File: config.mk
export PLATFORM = sky130hd
export DESIGN_NAME = prpi_ctrl
export DESIGN_NICKNAME = d
export VERILOG_FILES = /design/src/rtl/prpi_pkg.sv /design/src/rtl/prpi_ctrl.sv
export SDC_FILE = /design/constraint.sdc
export NUM_CORES = 1
export LEC_CHECK = 0
export BUFFER_PORTS_ARGS = -buffer_cell sky130_fd_sc_hd__buf_2
export CAP_MARGIN = 15
export CORE_UTILIZATION = 56
export DETAILED_ROUTE_END_ITERATION = 6
export PLACE_DENSITY = 0.86
export SETUP_SLACK_MARGIN = 0.05
export SLEW_MARGIN = 20
export SYNTH_ARGS = -nofsm -noshare
export SYNTH_HDL_FRONTEND = slang
export SYNTH_SLANG_ARGS = --single-unit
File: constraint.sdc
create_clock -name clock -period 3 [get_ports clock]
set_input_delay 0.15 -clock clock [delete_from_list [all_inputs] [get_ports clock]]
set_output_delay 0.15 -clock clock [all_outputs]
set_load 0.005 [all_outputs]
File: src/rtl/prpi_pkg.sv
package prpi_pkg;

   localparam int VERTEX_W  = 6;
   localparam int MAX_VERTS = 64;
   localparam int COUNT_W   = 7;
   localparam int RANK_W    = 25;   // Q0.24 plus one integer bit for a start rank of 1.0
   localparam int SUM_W     = 31;
   localparam int PROD_W    = 47;
   localparam int ITER_W    = 10;
   localparam int DAMP_W    = 16;
   localparam int THR_W     = 24;
   localparam int CSR_W     = 24;

   localparam logic [RANK_W-1:0] RANK_ONE = 25'h1000000;
   localparam logic [RANK_W-1:0] RANK_SAT = 25'h0FFFFFF;

   typedef enum logic [1:0] {
      CMD_ADD_EDGE = 2'd0,
      CMD_CLEAR    = 2'd1,
      CMD_RUN      = 2'd2
   } cmd_type;

   typedef enum logic [2:0] {
      CSR_VERTEX_COUNT = 3'd0,
      CSR_MAX_ITER     = 3'd1,
      CSR_DAMPING      = 3'd2,
      CSR_PERSONAL     = 3'd3,
      CSR_ROOT         = 3'd4,
      CSR_THRESHOLD    = 3'd5
   } csr_index_type;

   typedef enum logic [1:0] {
      DIV_TELEPORT = 2'd0,
      DIV_INIT     = 2'd1,
      DIV_CONTRIB  = 2'd2
   } div_op_type;

   typedef struct packed {
      logic                edge_rd;
      logic                edge_wr;
      logic                clear;
      logic                run_start;
      logic                div_start;
      div_op_type          div_op;
      logic                fill;
      logic                div_rd;
      logic                row_rd;
      logic                sum_rd;
      logic                mul;
      logic                fin;
      logic                swap;
      logic                out_rd;
      logic                out_load;
      logic [VERTEX_W-1:0] u;
      logic [VERTEX_W-1:0] v;
   } ctrl_cmd_type;

   typedef struct packed {
      logic                div_done;
      logic                conv_hit;
      logic [VERTEX_W-1:0] n_last;
      logic [ITER_W-1:0]   max_iter;
   } dp_status_type;

   // zero acts as one, anything above the vertex limit is clipped
   function automatic logic [COUNT_W-1:0] active_n(input logic [COUNT_W-1:0] vc);
      logic [COUNT_W-1:0] n;
      n = vc;
      if (vc == '0) n = COUNT_W'(1);
      if (vc > COUNT_W'(MAX_VERTS)) n = COUNT_W'(MAX_VERTS);
      return n;
   endfunction

endpackage

File: src/rtl/prpi_ctrl.sv
module prpi_ctrl (
   input  logic                    clock,
   input  logic                    reset,
   input  logic                    req_valid,
   input  logic [1:0]              req_cmd,
   output logic                    req_stall,
   output logic                    rsp_valid,
   input  logic                    rsp_stall,
   input  prpi_pkg::dp_status_type status,
   output prpi_pkg::ctrl_cmd_type  cmd
);
   import prpi_pkg::*;

   typedef enum logic [16:0] {
      ST_IDLE      = 17'h00001,
      ST_EDGE_WR   = 17'h00002,
      ST_TP_WAIT   = 17'h00004,
      ST_INIT_WAIT = 17'h00008,
      ST_FILL      = 17'h00010,
      ST_DIV_RD    = 17'h00020,
      ST_DIV_GO    = 17'h00040,
      ST_DIV_WAIT  = 17'h00080,
      ST_ROW_RD    = 17'h00100,
      ST_SUM_LOOP  = 17'h00200,
      ST_SUM_TAIL  = 17'h00400,
      ST_MUL       = 17'h00800,
      ST_FIN       = 17'h01000,
      ST_CHECK     = 17'h02000,
      ST_OUT_RD    = 17'h04000,
      ST_OUT_LOAD  = 17'h08000,
      ST_OUT_WAIT  = 17'h10000
   } state_type;

   state_type           state_ff, state_in;
   logic [VERTEX_W-1:0] u_ff, u_in, v_ff, v_in;
   logic [ITER_W-1:0]   step_ff, step_in;

   always_comb begin
      state_in = state_ff;
      u_in     = u_ff;
      v_in     = v_ff;
      step_in  = step_ff;
      cmd      = '0;
      cmd.div_op = DIV_CONTRIB;
      cmd.u    = u_ff;
      cmd.v    = v_ff;
      case (state_ff)
         ST_IDLE: begin
            if (req_valid) begin
               case (req_cmd)
                  CMD_ADD_EDGE: begin
                     cmd.edge_rd = 1'b1;
                     state_in    = ST_EDGE_WR;
                  end
                  CMD_CLEAR: cmd.clear = 1'b1;
                  CMD_RUN: begin
                     cmd.run_start = 1'b1;
                     cmd.div_start = 1'b1;
                     cmd.div_op    = DIV_TELEPORT;
                     state_in      = ST_TP_WAIT;
                  end
                  default: ;
               endcase
            end
         end
         ST_EDGE_WR: begin
            cmd.edge_wr = 1'b1;
            state_in    = ST_IDLE;
         end
         ST_TP_WAIT: begin
            if (status.div_done) begin
               cmd.div_start = 1'b1;
               cmd.div_op    = DIV_INIT;
               state_in      = ST_INIT_WAIT;
            end
         end
         ST_INIT_WAIT: begin
            if (status.div_done) begin
               u_in     = '0;
               state_in = ST_FILL;
            end
         end
         ST_FILL: begin
            cmd.fill = 1'b1;
            if (u_ff == status.n_last) begin
               u_in    = '0;
               v_in    = '0;
               step_in = '0;
               state_in = (status.max_iter == '0) ? ST_OUT_RD : ST_DIV_RD;
            end else begin
               u_in = u_ff + VERTEX_W'(1);
            end
         end
         ST_DIV_RD: begin
            cmd.div_rd = 1'b1;
            state_in   = ST_DIV_GO;
         end
         ST_DIV_GO: begin
            cmd.div_start = 1'b1;
            state_in      = ST_DIV_WAIT;
         end
         ST_DIV_WAIT: begin
            if (status.div_done) begin
               if (v_ff == status.n_last) begin
                  u_in     = '0;
                  state_in = ST_ROW_RD;
               end else begin
                  v_in     = v_ff + VERTEX_W'(1);
                  state_in = ST_DIV_RD;
               end
            end
         end
         ST_ROW_RD: begin
            cmd.row_rd = 1'b1;
            v_in       = '0;
            state_in   = ST_SUM_LOOP;
         end
         ST_SUM_LOOP: begin
            cmd.sum_rd = 1'b1;
            if (v_ff == status.n_last) state_in = ST_SUM_TAIL;
            else v_in = v_ff + VERTEX_W'(1);
         end
         ST_SUM_TAIL: state_in = ST_MUL;
         ST_MUL: begin
            cmd.mul  = 1'b1;
            state_in = ST_FIN;
         end
         ST_FIN: begin
            cmd.fin = 1'b1;
            if (u_ff == status.n_last) begin
               state_in = ST_CHECK;
            end else begin
               u_in     = u_ff + VERTEX_W'(1);
               state_in = ST_ROW_RD;
            end
         end
         ST_CHECK: begin
            cmd.swap = 1'b1;
            u_in     = '0;
            v_in     = '0;
            if (status.conv_hit ||
                ({1'b0, step_ff} + 11'd1) == {1'b0, status.max_iter}) begin
               state_in = ST_OUT_RD;
            end else begin
               step_in  = step_ff + ITER_W'(1);
               state_in = ST_DIV_RD;
            end
         end
         ST_OUT_RD: begin
            cmd.out_rd = 1'b1;
            state_in   = ST_OUT_LOAD;
         end
         ST_OUT_LOAD: begin
            cmd.out_load = 1'b1;
            state_in     = ST_OUT_WAIT;
         end
         ST_OUT_WAIT: begin
            if (!rsp_stall) begin
               if (u_ff == status.n_last) begin
                  state_in = ST_IDLE;
               end else begin
                  u_in     = u_ff + VERTEX_W'(1);
                  state_in = ST_OUT_RD;
               end
            end
         end
         default: state_in = ST_IDLE;
      endcase
   end

   always_ff @(posedge clock) begin
      if (reset) begin
         state_ff <= ST_IDLE;
         u_ff     <= '0;
         v_ff     <= '0;
         step_ff  <= '0;
      end else begin
         state_ff <= state_in;
         u_ff     <= u_in;
         v_ff     <= v_in;
         step_ff  <= step_in;
      end
   end

   assign req_stall = (state_ff != ST_IDLE);
   assign rsp_valid = (state_ff == ST_OUT_WAIT);

endmodule

# Yosys cells after proc, flatten, opt, wreduce, memory -nomap -nowiden

Index checks and enable logic that the tools add are counted.

Word-level logic and storage cells: 100
Output and inout port bits: 30
Register bits after elaboration: 39

Mux-type cells: 48
Equal/unequal tests: 33
$add $sub $neg: 4
Reductions and logical operators: 11

Operator list:

| operator                                               | count |
|---|---|
| one-hot mux 17 bit (16 select lines)                   | 1 |
| 2-to-1 mux 17 bit                                      | 7 |
| 2-to-1 mux 6 bit                                       | 9 |
| 2-to-1 mux 15 bit                                      | 3 |
| one-hot mux 6 bit (6 select lines)                     | 1 |
| one-hot mux 17 bit (2 select lines)                    | 1 |
| one-hot mux 6 bit (4 select lines)                     | 1 |
| 2-to-1 mux 10 bit                                      | 2 |
| one-hot mux 10 bit (2 select lines)                    | 1 |
| != test 2 bit (second input constant)                  | 9 |
| equality test 17 x 1 -> 1 bit (second input constant)  | 1 |
| equality test 17 x 10 -> 1 bit (second input constant) | 1 |
| equality test 17 x 11 -> 1 bit (second input constant) | 1 |
| equality test 17 x 12 -> 1 bit (second input constant) | 1 |
| equality test 17 x 13 -> 1 bit (second input constant) | 1 |
| equality test 17 x 14 -> 1 bit (second input constant) | 1 |
| equality test 17 x 15 -> 1 bit (second input constant) | 1 |
| equality test 17 x 16 -> 1 bit (second input constant) | 1 |
| equality test 17 bit (second input constant)           | 1 |
| equality test 17 x 2 -> 1 bit (second input constant)  | 1 |
| equality test 17 x 3 -> 1 bit (second input constant)  | 1 |
| equality test 17 x 4 -> 1 bit (second input constant)  | 1 |
| equality test 17 x 5 -> 1 bit (second input constant)  | 1 |
| equality test 17 x 6 -> 1 bit (second input constant)  | 1 |
| 31 further kinds                                       | 47 |

# Depth between registers and ports, before layout

Gate-level depths: netlist of the first run.

Depth in word-level cells: 5
Gate-level depth with buffers: 10

# Worst setup path after synthesis of the first run

Ideal clock, no wire load.

Kind: register -> register
Start point: reg step_ff[0]
End point: reg state_ff[5]
Setup time: 120 ps
Data arrival time: 2,560 ps
Slack: 320 ps
Clock period less this slack: 2,680 ps
Stages on the path, launching flop included: 11
Cells stage by stage: dfxtp_1 > ha_1 > or3b_1 > o211ai_1 > a32oi_1 > or4_4 > o31a_1 > buf_6 > buf_8 > a221oi_2 > nor2_1

Longest elaborated chain between the ends: 5

Ends and longest elaborated chain:

| what                                 | line             | RTL |
|---|---|---|
| start: declaration                   | prpi_ctrl.sv:36  | `logic [ITER_W-1:0] step_ff, step_in;` |
| start signal: assignment             | prpi_ctrl.sv:181 | `step_ff <= step_in;` |
| adder 10 x 1 -> 11 bit               | prpi_ctrl.sv:142 | `({1'b0, step_ff} + 11'd1) == {1'b0, status.max_iter}) begin` |
| equality test 11 x 10 -> 1 bit       | prpi_ctrl.sv:142 |  |
| logical OR 1 bit                     | prpi_ctrl.sv:141 | `if (status.conv_hit \|\|` |
| 2-to-1 mux 15 bit                    | prpi_ctrl.sv:141 |  |
| one-hot mux 17 bit (16 select lines) | prpi_ctrl.sv:47  | `case (state_ff)` |
| end signal: assignment               | prpi_ctrl.sv:178 | `state_ff <= state_in;` |
| end: declaration                     | prpi_ctrl.sv:34  | `state_type state_ff, state_in;` |

Every way passes these cells.
A chain may end at the register's enable or synchronous reset.

# Final worst setup path of the first run

Start point: reg step_ff[1]
End point: reg state_ff[5]

Same word-level chain as after synthesis.

==> impl_summary.txt, run 1 <==
----------------------------------------------------
[Run status]
  Status ... finished, final reports clean

[Clocking]
  TritonCTS clock tree ... built
  TritonCTS sink count ... 39
  Clock tree root driver cell ... sky130_fd_sc_hd__clkbuf_8
  Number of buffers created by CTS ... 5
  Clk pin slew, worst setup/hold paths ... 0.07 ns
  CTS max path bufs ... 2
  Count of instances resized after the clock tree is built ... 0
  Post-CTS Setup Bufs ... 0
  Source-to-sink clock delay at the later pin of the worst-skew pair ... 0.28 ns
  Count of H-tree levels built during CTS ... 2
  Cts hold-fix bufs ... 0

[GRT]
  Vias in the first global route ... 2,673
  Pin count of the biggest net entering global routing ... 42
  Met2 GRT Util ... 0.464
  First-pass GRT wire length ... between 10,000 and 15,000 µm
  Met3 track utilization from global routing ... 0.0379
  Number of antenna violations at the first check in global routing ... 0
  Most heavily used metal layer in global routing ... met2
  Total track usage ... 0.273
  Final global-route overflow total ... 0
  GR Util met1 ... 0.346

[Critical path]
  Worst-path cell chain ... ha_1, nand3_1, or2_2, xnor2_1, or4_4, o31a_2, a221oi_2, nor2_1
  Crit path DAT ... 2.97 ns
  Required time reported for the critical path endpoint ... ~3.2 ns
  Launching element type of the critical path ... register
  Worst path slowest cell ... sky130_fd_sc_hd__o31a_2
  Worst-path fanout max ... 18
  Category of the critical setup timing path ... register to register
  Delay contributed by the slowest stage of the critical path ... around 0.49 ns
  Type of element capturing the critical path ... register

[Floorplanning]
  Width of the chip ... between 70 and 80 µm
  Y dimension of the die ... around 75 µm
  Full die area ... around 0.0056 mm²
  I/O pin count ... 54
  Area of the core ... about 0.0051 mm²
  Initial Util ... 0.581
  Row count ... 26

[Timing]
  Clock skew after layout ... between 0.004 and 0.005 ns
  Number of hold violations in the final report ... 0
  Worst slew pin tran ... approximately 0.76 ns
  Setup TNS ... 0 ns
  Slew headroom ... 0.487
  Final slew viol count ... 0
  Final period util ... 0.933
  Shortest period the worst path allows ... approximately 2.8 ns
  Finish-stage setup viols ... 0
  RSZ-0062 raised after global routing ... no
  Peak clock frequency supported by timing ... between 300 and 400 MHz

[Synth]
  Synth Instances ... around 390
  Cell accounting for the most synthesized area ... sky130_fd_sc_hd__dfxtp_1
  Sequential share of the synthesized area ... 0.265
  Async set-reset flop share out of synthesis ... 0
  Synthesized flop and latch total ... 39
  Synthesized area ... 0.00295 mm²
  Warnings, synthesis ... 0
  Number of synthesized flops with an enable pin ... 0
  Cell types with the largest area share after synthesis ... sky130_fd_sc_hd__dfxtp_1, sky130_fd_sc_hd__nor2_1, sky130_fd_sc_hd__xor2_1
  Portion of synthesized cell area occupied by the leading cell type ... 0.265
  Average instance area after synthesis ... 7.65 µm²
  Synth Net Count ... between 400 and 500
  Most frequently used flop master after synthesis ... sky130_fd_sc_hd__dfxtp_1
  Number of distinct library cell variants in the gate-level netlist after synthesis ... between 60 and 70

[Drt]
  Via density per instance ... 6.16
  Post-route DRC ... 0
  Remaining antenna violation count after routing ... 0
  Total via count in the routed design ... a little over 3,000
  Violation count after the first detailed-routing iteration ... 196
  Average wire per standard cell ... around 15 µm
  Pre-antenna DRT Iters ... 5
  Final wirelength ... approximately 7500 µm

[Run]
  Max cap viols ... 0

[Placed design]
  Final Wtd Congestion ... approximately 0.90
  Standard cell area after detailed placement ... 0.00326 mm²
  Half-perimeter wire length after detailed placement ... approximately 5600 µm
  Count of input and output buffers ... 53

[Layout]
  Combined flip-flop and latch cell area ... between 700 and 800 µm²
  Nets ... around 460
  Post-layout util ... 0.663
  Fillers ... 467
  Area of combinational cells with multiple inputs ... approximately 0.002 mm²
  Number of inserted diodes ... 0
  Area of all placed cells without fillers ... ~0.0034 mm²
  Fraction of layout instances using a drive strength above 1 ... 0.197
  Syn-to-layout area delta ... 14.3%

[Hold path]
  Hold Crit Class ... input port to register

[Pwr]
  Peak VDD IR ... between 300 and 400 µV
  Pwr Density ... 374 mW/mm²
  Reported leakage power ... 0.00136 µW

----------------------------------------------------
[flip-flops by register name, summed over array words and instances (netlist names)]
name	flops
state_ff	17
step_ff	10
u_ff	6
v_ff	6
[path summary, 6_finish.rpt]
check                     end       start  depth (start not counted)  slack (ns)
setup / recovery  state_ff[5]  step_ff[1]                          8        0.20
hold / removal    state_ff[1]  req_cmd[0]                          3        0.23
setup reg to reg  state_ff[5]  step_ff[1]                          8        0.20
hold reg to reg       v_ff[1]     v_ff[1]                          2        0.55
[cell usage in the layout (no fill, tap or decap), drive strengths merged, types with 8 or more instances in the layout]
cell,count
nor3,24
xor2,18
xnor2,17
clkbuf,8
a21oi,13
o21ai,8
nor4,19
nand2,24
nor2,44
nand4,11
dfxtp,39
nand2b,17
and3,8
inv,11
o22ai,9
buf,59
nand3,20
[Yosys cell counts, types with 8 or more instances]
library cell               instances
sky130_fd_sc_hd__xnor2_1          17
sky130_fd_sc_hd__inv_1            11
sky130_fd_sc_hd__and3_1            8
sky130_fd_sc_hd__nor4_1           18
sky130_fd_sc_hd__nand2_1          24
sky130_fd_sc_hd__nor3_1           24
sky130_fd_sc_hd__o22ai_1           9
sky130_fd_sc_hd__a21oi_1          13
sky130_fd_sc_hd__nor2_1           43
sky130_fd_sc_hd__xor2_1           18
sky130_fd_sc_hd__nand4_1          11
sky130_fd_sc_hd__dfxtp_1          39
sky130_fd_sc_hd__nand2b_1         17
sky130_fd_sc_hd__nand3_1          20
sky130_fd_sc_hd__clkbuf_1          9
[power by group]
| part | leakage, µW | total [µW] | internal [µW] | switching [µW] |
|---|---|---|---|---|
| registers | 0.000314 | 549 | 529 | 20.2 |
| clock network | 0.0000515 | 388 | 210 | 178 |
| logic | 0.000999 | 322 | 131 | 191 |
| total | 0.00136 | 1260 | 870 | 389 |
[cell families (layout without fill, tap and decap cells)]
| group | count (synthesis) | in the layout | synth area share |
|---|---|---|---|
| AOI/OAI and AO/OA | 64 | 64 | 0.159 |
| xor gates and xnor gates | 35 | 35 | 0.104 |
| adders and majority gates | 3 | 3 | 0.0127 |
| buffers and inverters | 27 | 78 | 0.0442 |
| DFF | 39 | 39 | 0.265 |
| muxes | 3 | 3 | 0.0106 |
| and+or+nand+nor | 214 | 214 | 0.405 |
[layout make-up]
type	count	area share
clock buffers	8	0.0297
repair buffers	59	0.0922
inverters	11	0.0123
well taps	70	0.0260
multi-input cells	319	0.608
flip-flops and latches	39	0.232
[routing by layer]
metal  vias up  share of wire
met4         0          0.026
met2       109           0.48
met1      1454           0.44
met5         -              0
met3        22          0.055
li1       1530              -
[metrics by stage]
| step | hold WS, ns | cells | total power (µW) | setup slack, ns |
|---|---|---|---|---|
| after floorplan | 0.333 | 385 | 775 | 0.320 |
| after global placement | 0.520 | 498 | 865 | 0.239 |
| after global routing | 0.249 | 506 | 1320 | 0.0563 |
| final | 0.229 | 506 | 1260 | 0.200 |
| after CTS | 0.230 | 506 | 1260 | 0.134 |
| after detailed placement | 0.524 | 498 | 871 | 0.155 |
[critical path, delay by kind of cell (launching register included)]
family / cells / cell delay, ns
AOI/OAI and AO/OA: 2 / 0.80
xor gates and xnor gates: 1 / 0.14
and+or+nand+nor: 4 / 1.07
DFF: 1 / 0.39
adders and majority gates: 1 / 0.29
Power figures use the tool's default switching activity.
==> inputs of run 2 (changes only) <==
--- a/config.mk
+++ b/config.mk
@@ -5,12 +5,11 @@
 export SDC_FILE = /design/constraint.sdc
 export NUM_CORES = 1
 export LEC_CHECK = 0
-export BUFFER_PORTS_ARGS = -buffer_cell sky130_fd_sc_hd__buf_2
+export BUFFER_PORTS_ARGS = -buffer_cell sky130_fd_sc_hd__buf_4
 export CAP_MARGIN = 15
 export CORE_UTILIZATION = 56
 export DETAILED_ROUTE_END_ITERATION = 6
 export PLACE_DENSITY = 0.86
-export SETUP_SLACK_MARGIN = 0.05
 export SLEW_MARGIN = 20
 export SYNTH_ARGS = -nofsm -noshare
 export SYNTH_HDL_FRONTEND = slang
==> impl_summary.txt, run 2 (same netlist as run 1, synthesis figures left out) <==
----------------------------------------------------
[Run]
  Max cap viols ... 0

[Drt]
  Pre-antenna DRT Iters ... 6
  Final wirelength ... ~7900 µm
  Post-route DRC ... 0
  Remaining antenna violation count after routing ... 0
  Via density per instance ... 6.28
  Violation count after the first detailed-routing iteration ... roughly 150
  Total via count in the routed design ... between 3,000 and 4,000
  Average wire per standard cell ... between 15 and 20 µm

[Critical path]
  Delay contributed by the slowest stage of the critical path ... roughly 0.56 ns
  Most used cell, CP ... sky130_fd_sc_hd__and3_1
  Worst path slowest cell ... sky130_fd_sc_hd__nor3_1
  Depth of the worst register-to-register path ... 7
  Category of the critical setup timing path ... register to register
  Type of element capturing the critical path ... register
  Launching element type of the critical path ... register
  Worst-path fanout max ... 9
  Worst-path cell chain ... nor3_1, and3_1, nand4b_1, and3_1, a41oi_1, nand2_1, o32a_1
  Crit path DAT ... between 3 and 4 ns
  Required time reported for the critical path endpoint ... between 3 and 4 ns

[Clocking]
  CTS max path bufs ... 2
  Number of buffers created by CTS ... 5
  TritonCTS clock tree ... built
  Cts hold-fix bufs ... 0
  TritonCTS sink count ... 39
  Clock tree root driver cell ... sky130_fd_sc_hd__clkbuf_8
  Clk pin slew, worst setup/hold paths ... 0.08 ns
  Count of H-tree levels built during CTS ... 2
  Source-to-sink clock delay at the later pin of the worst-skew pair ... approximately 0.3 ns

[Timing]
  RSZ-0062 raised after global routing ... no
  Peak clock frequency supported by timing ... around 350 MHz
  Final period util ... 0.942
  Clock skew after layout ... roughly 0.0073 ns
  Shortest period the worst path allows ... about 2.8 ns
  Final slew viol count ... 0
  Number of hold violations in the final report ... 0
  Worst slew pin tran ... ~0.81 ns
  Setup TNS ... 0 ns
  Slew headroom ... 0.460
  Finish-stage setup viols ... 0

[Floorplanning]
  I/O pin count ... 54
  Width of the chip ... 74.5 µm
  Initial Util ... 0.581
  Area of the core ... 0.00507 mm²
  Y dimension of the die ... about 75 µm
  Full die area ... 0.00556 mm²
  Row count ... 26

[GRT]
  Most heavily used metal layer in global routing ... met2
  Final global-route overflow total ... 0
  Pin count of the biggest net entering global routing ... 42
  Met2 GRT Util ... 0.528
  GR Util met1 ... 0.353
  Number of antenna violations at the first check in global routing ... 0
  Vias in the first global route ... 2,788
  Met3 track utilization from global routing ... 0.0515
  First-pass GRT wire length ... 12,700 µm
  Total track usage ... 0.295

[Pwr]
  Peak VDD IR ... roughly 340 µV
  Pwr Density ... 359 mW/mm²
  Reported leakage power ... 0.00141 µW

[Placed design]
  Placed Cells incl. Taps ... 501
  Count of input and output buffers ... 53
  Half-perimeter wire length after detailed placement ... around 6000 µm
  Final Wtd Congestion ... around 0.93

[Layout]
  Post-layout util ... 0.691
  Max reg flops ... 17
  Largest registers ... state_ff (17), step_ff (10)
  Number of inserted diodes ... 0
  Nets ... around 470
  Syn-to-layout area delta ... 19.0%
  Top register by number of flip-flops ... state_ff
  Fraction of layout instances using a drive strength above 1 ... 0.199
  Number of cells in the finished layout apart from fillers ... around 500
  Most common cell after layout, fill and taps aside ... sky130_fd_sc_hd__buf_4
  Leading cell types in the layout, fill and taps excluded ... sky130_fd_sc_hd__buf_4, sky130_fd_sc_hd__nor2_1, sky130_fd_sc_hd__dfxtp_1

[Hold path]
  Hold Crit Class ... input port to register
  Cell count of the worst hold path ... 4

[Run status]
  Status ... finished, final reports clean

----------------------------------------------------
==> run 2: final cells by class <==
class	instances	area, µm²
clock buffers	6	82.6
clock inverters	1	5.00
fillers	448	1570
inverters	11	41.3
multi-input cells	319	2040
flip-flops and latches	39	781
well taps	70	87.6
repair buffers	62	465
==> run 2: worst max-delay path: cells and delay by family, from the launching register on <==
family,cells,cell delay [ns]
AO/OA/AOI/OAI,2,0.44
AND/OR/NAND/NOR,5,1.91
flip-flops,1,0.37
==> run 2: report_power, final <==
part / internal (µW) / switching, µW / total (µW)
registers: 529 / 20.4 / 550
clock network: 181 / 187 / 367
logic: 149 / 193 / 342
total: 859 / 400 / 1260
==> run 2: per-layer routing <==
layer / routed length (µm) / vias to the layer above
met4: 185 / 0
met3: 444 / 19
met2: 3990 / 130
li1: - / 1543
met1: 3310 / 1496
met5: 0 / -
==> run 2: per-stage QoR <==
stage | total power [µW] | setup WS (ns) | hold WS (ns) | instance area, µm²
global route | 1320 | 0.00875 | 0.229 | 3510
floorplan | 775 | 0.320 | 0.333 | 2950
detailed placement | 892 | 0.127 | 0.525 | 3410
finish | 1260 | 0.175 | 0.207 | 3510
global placement | 886 | 0.243 | 0.512 | 3410
CTS | 1250 | 0.0884 | 0.212 | 3500
==> run 2: final timing paths <==
check                                  start          end  slack (ns)
worst max register to register  state_ff[13]  state_ff[0]        0.17
worst min register to register       u_ff[1]      u_ff[1]        0.56
worst max-delay path            state_ff[13]  state_ff[0]        0.17
worst min-delay path              status[17]  state_ff[3]        0.21
==> run 2: what timing repair did <==
item / 4_1_cts / 5_1_grt
buffers inserted: 0 / 0
endpoints found under the setup margin: 0 / 10
resized for setup: 0 / 2
hold endpoints to repair: 0 / 0
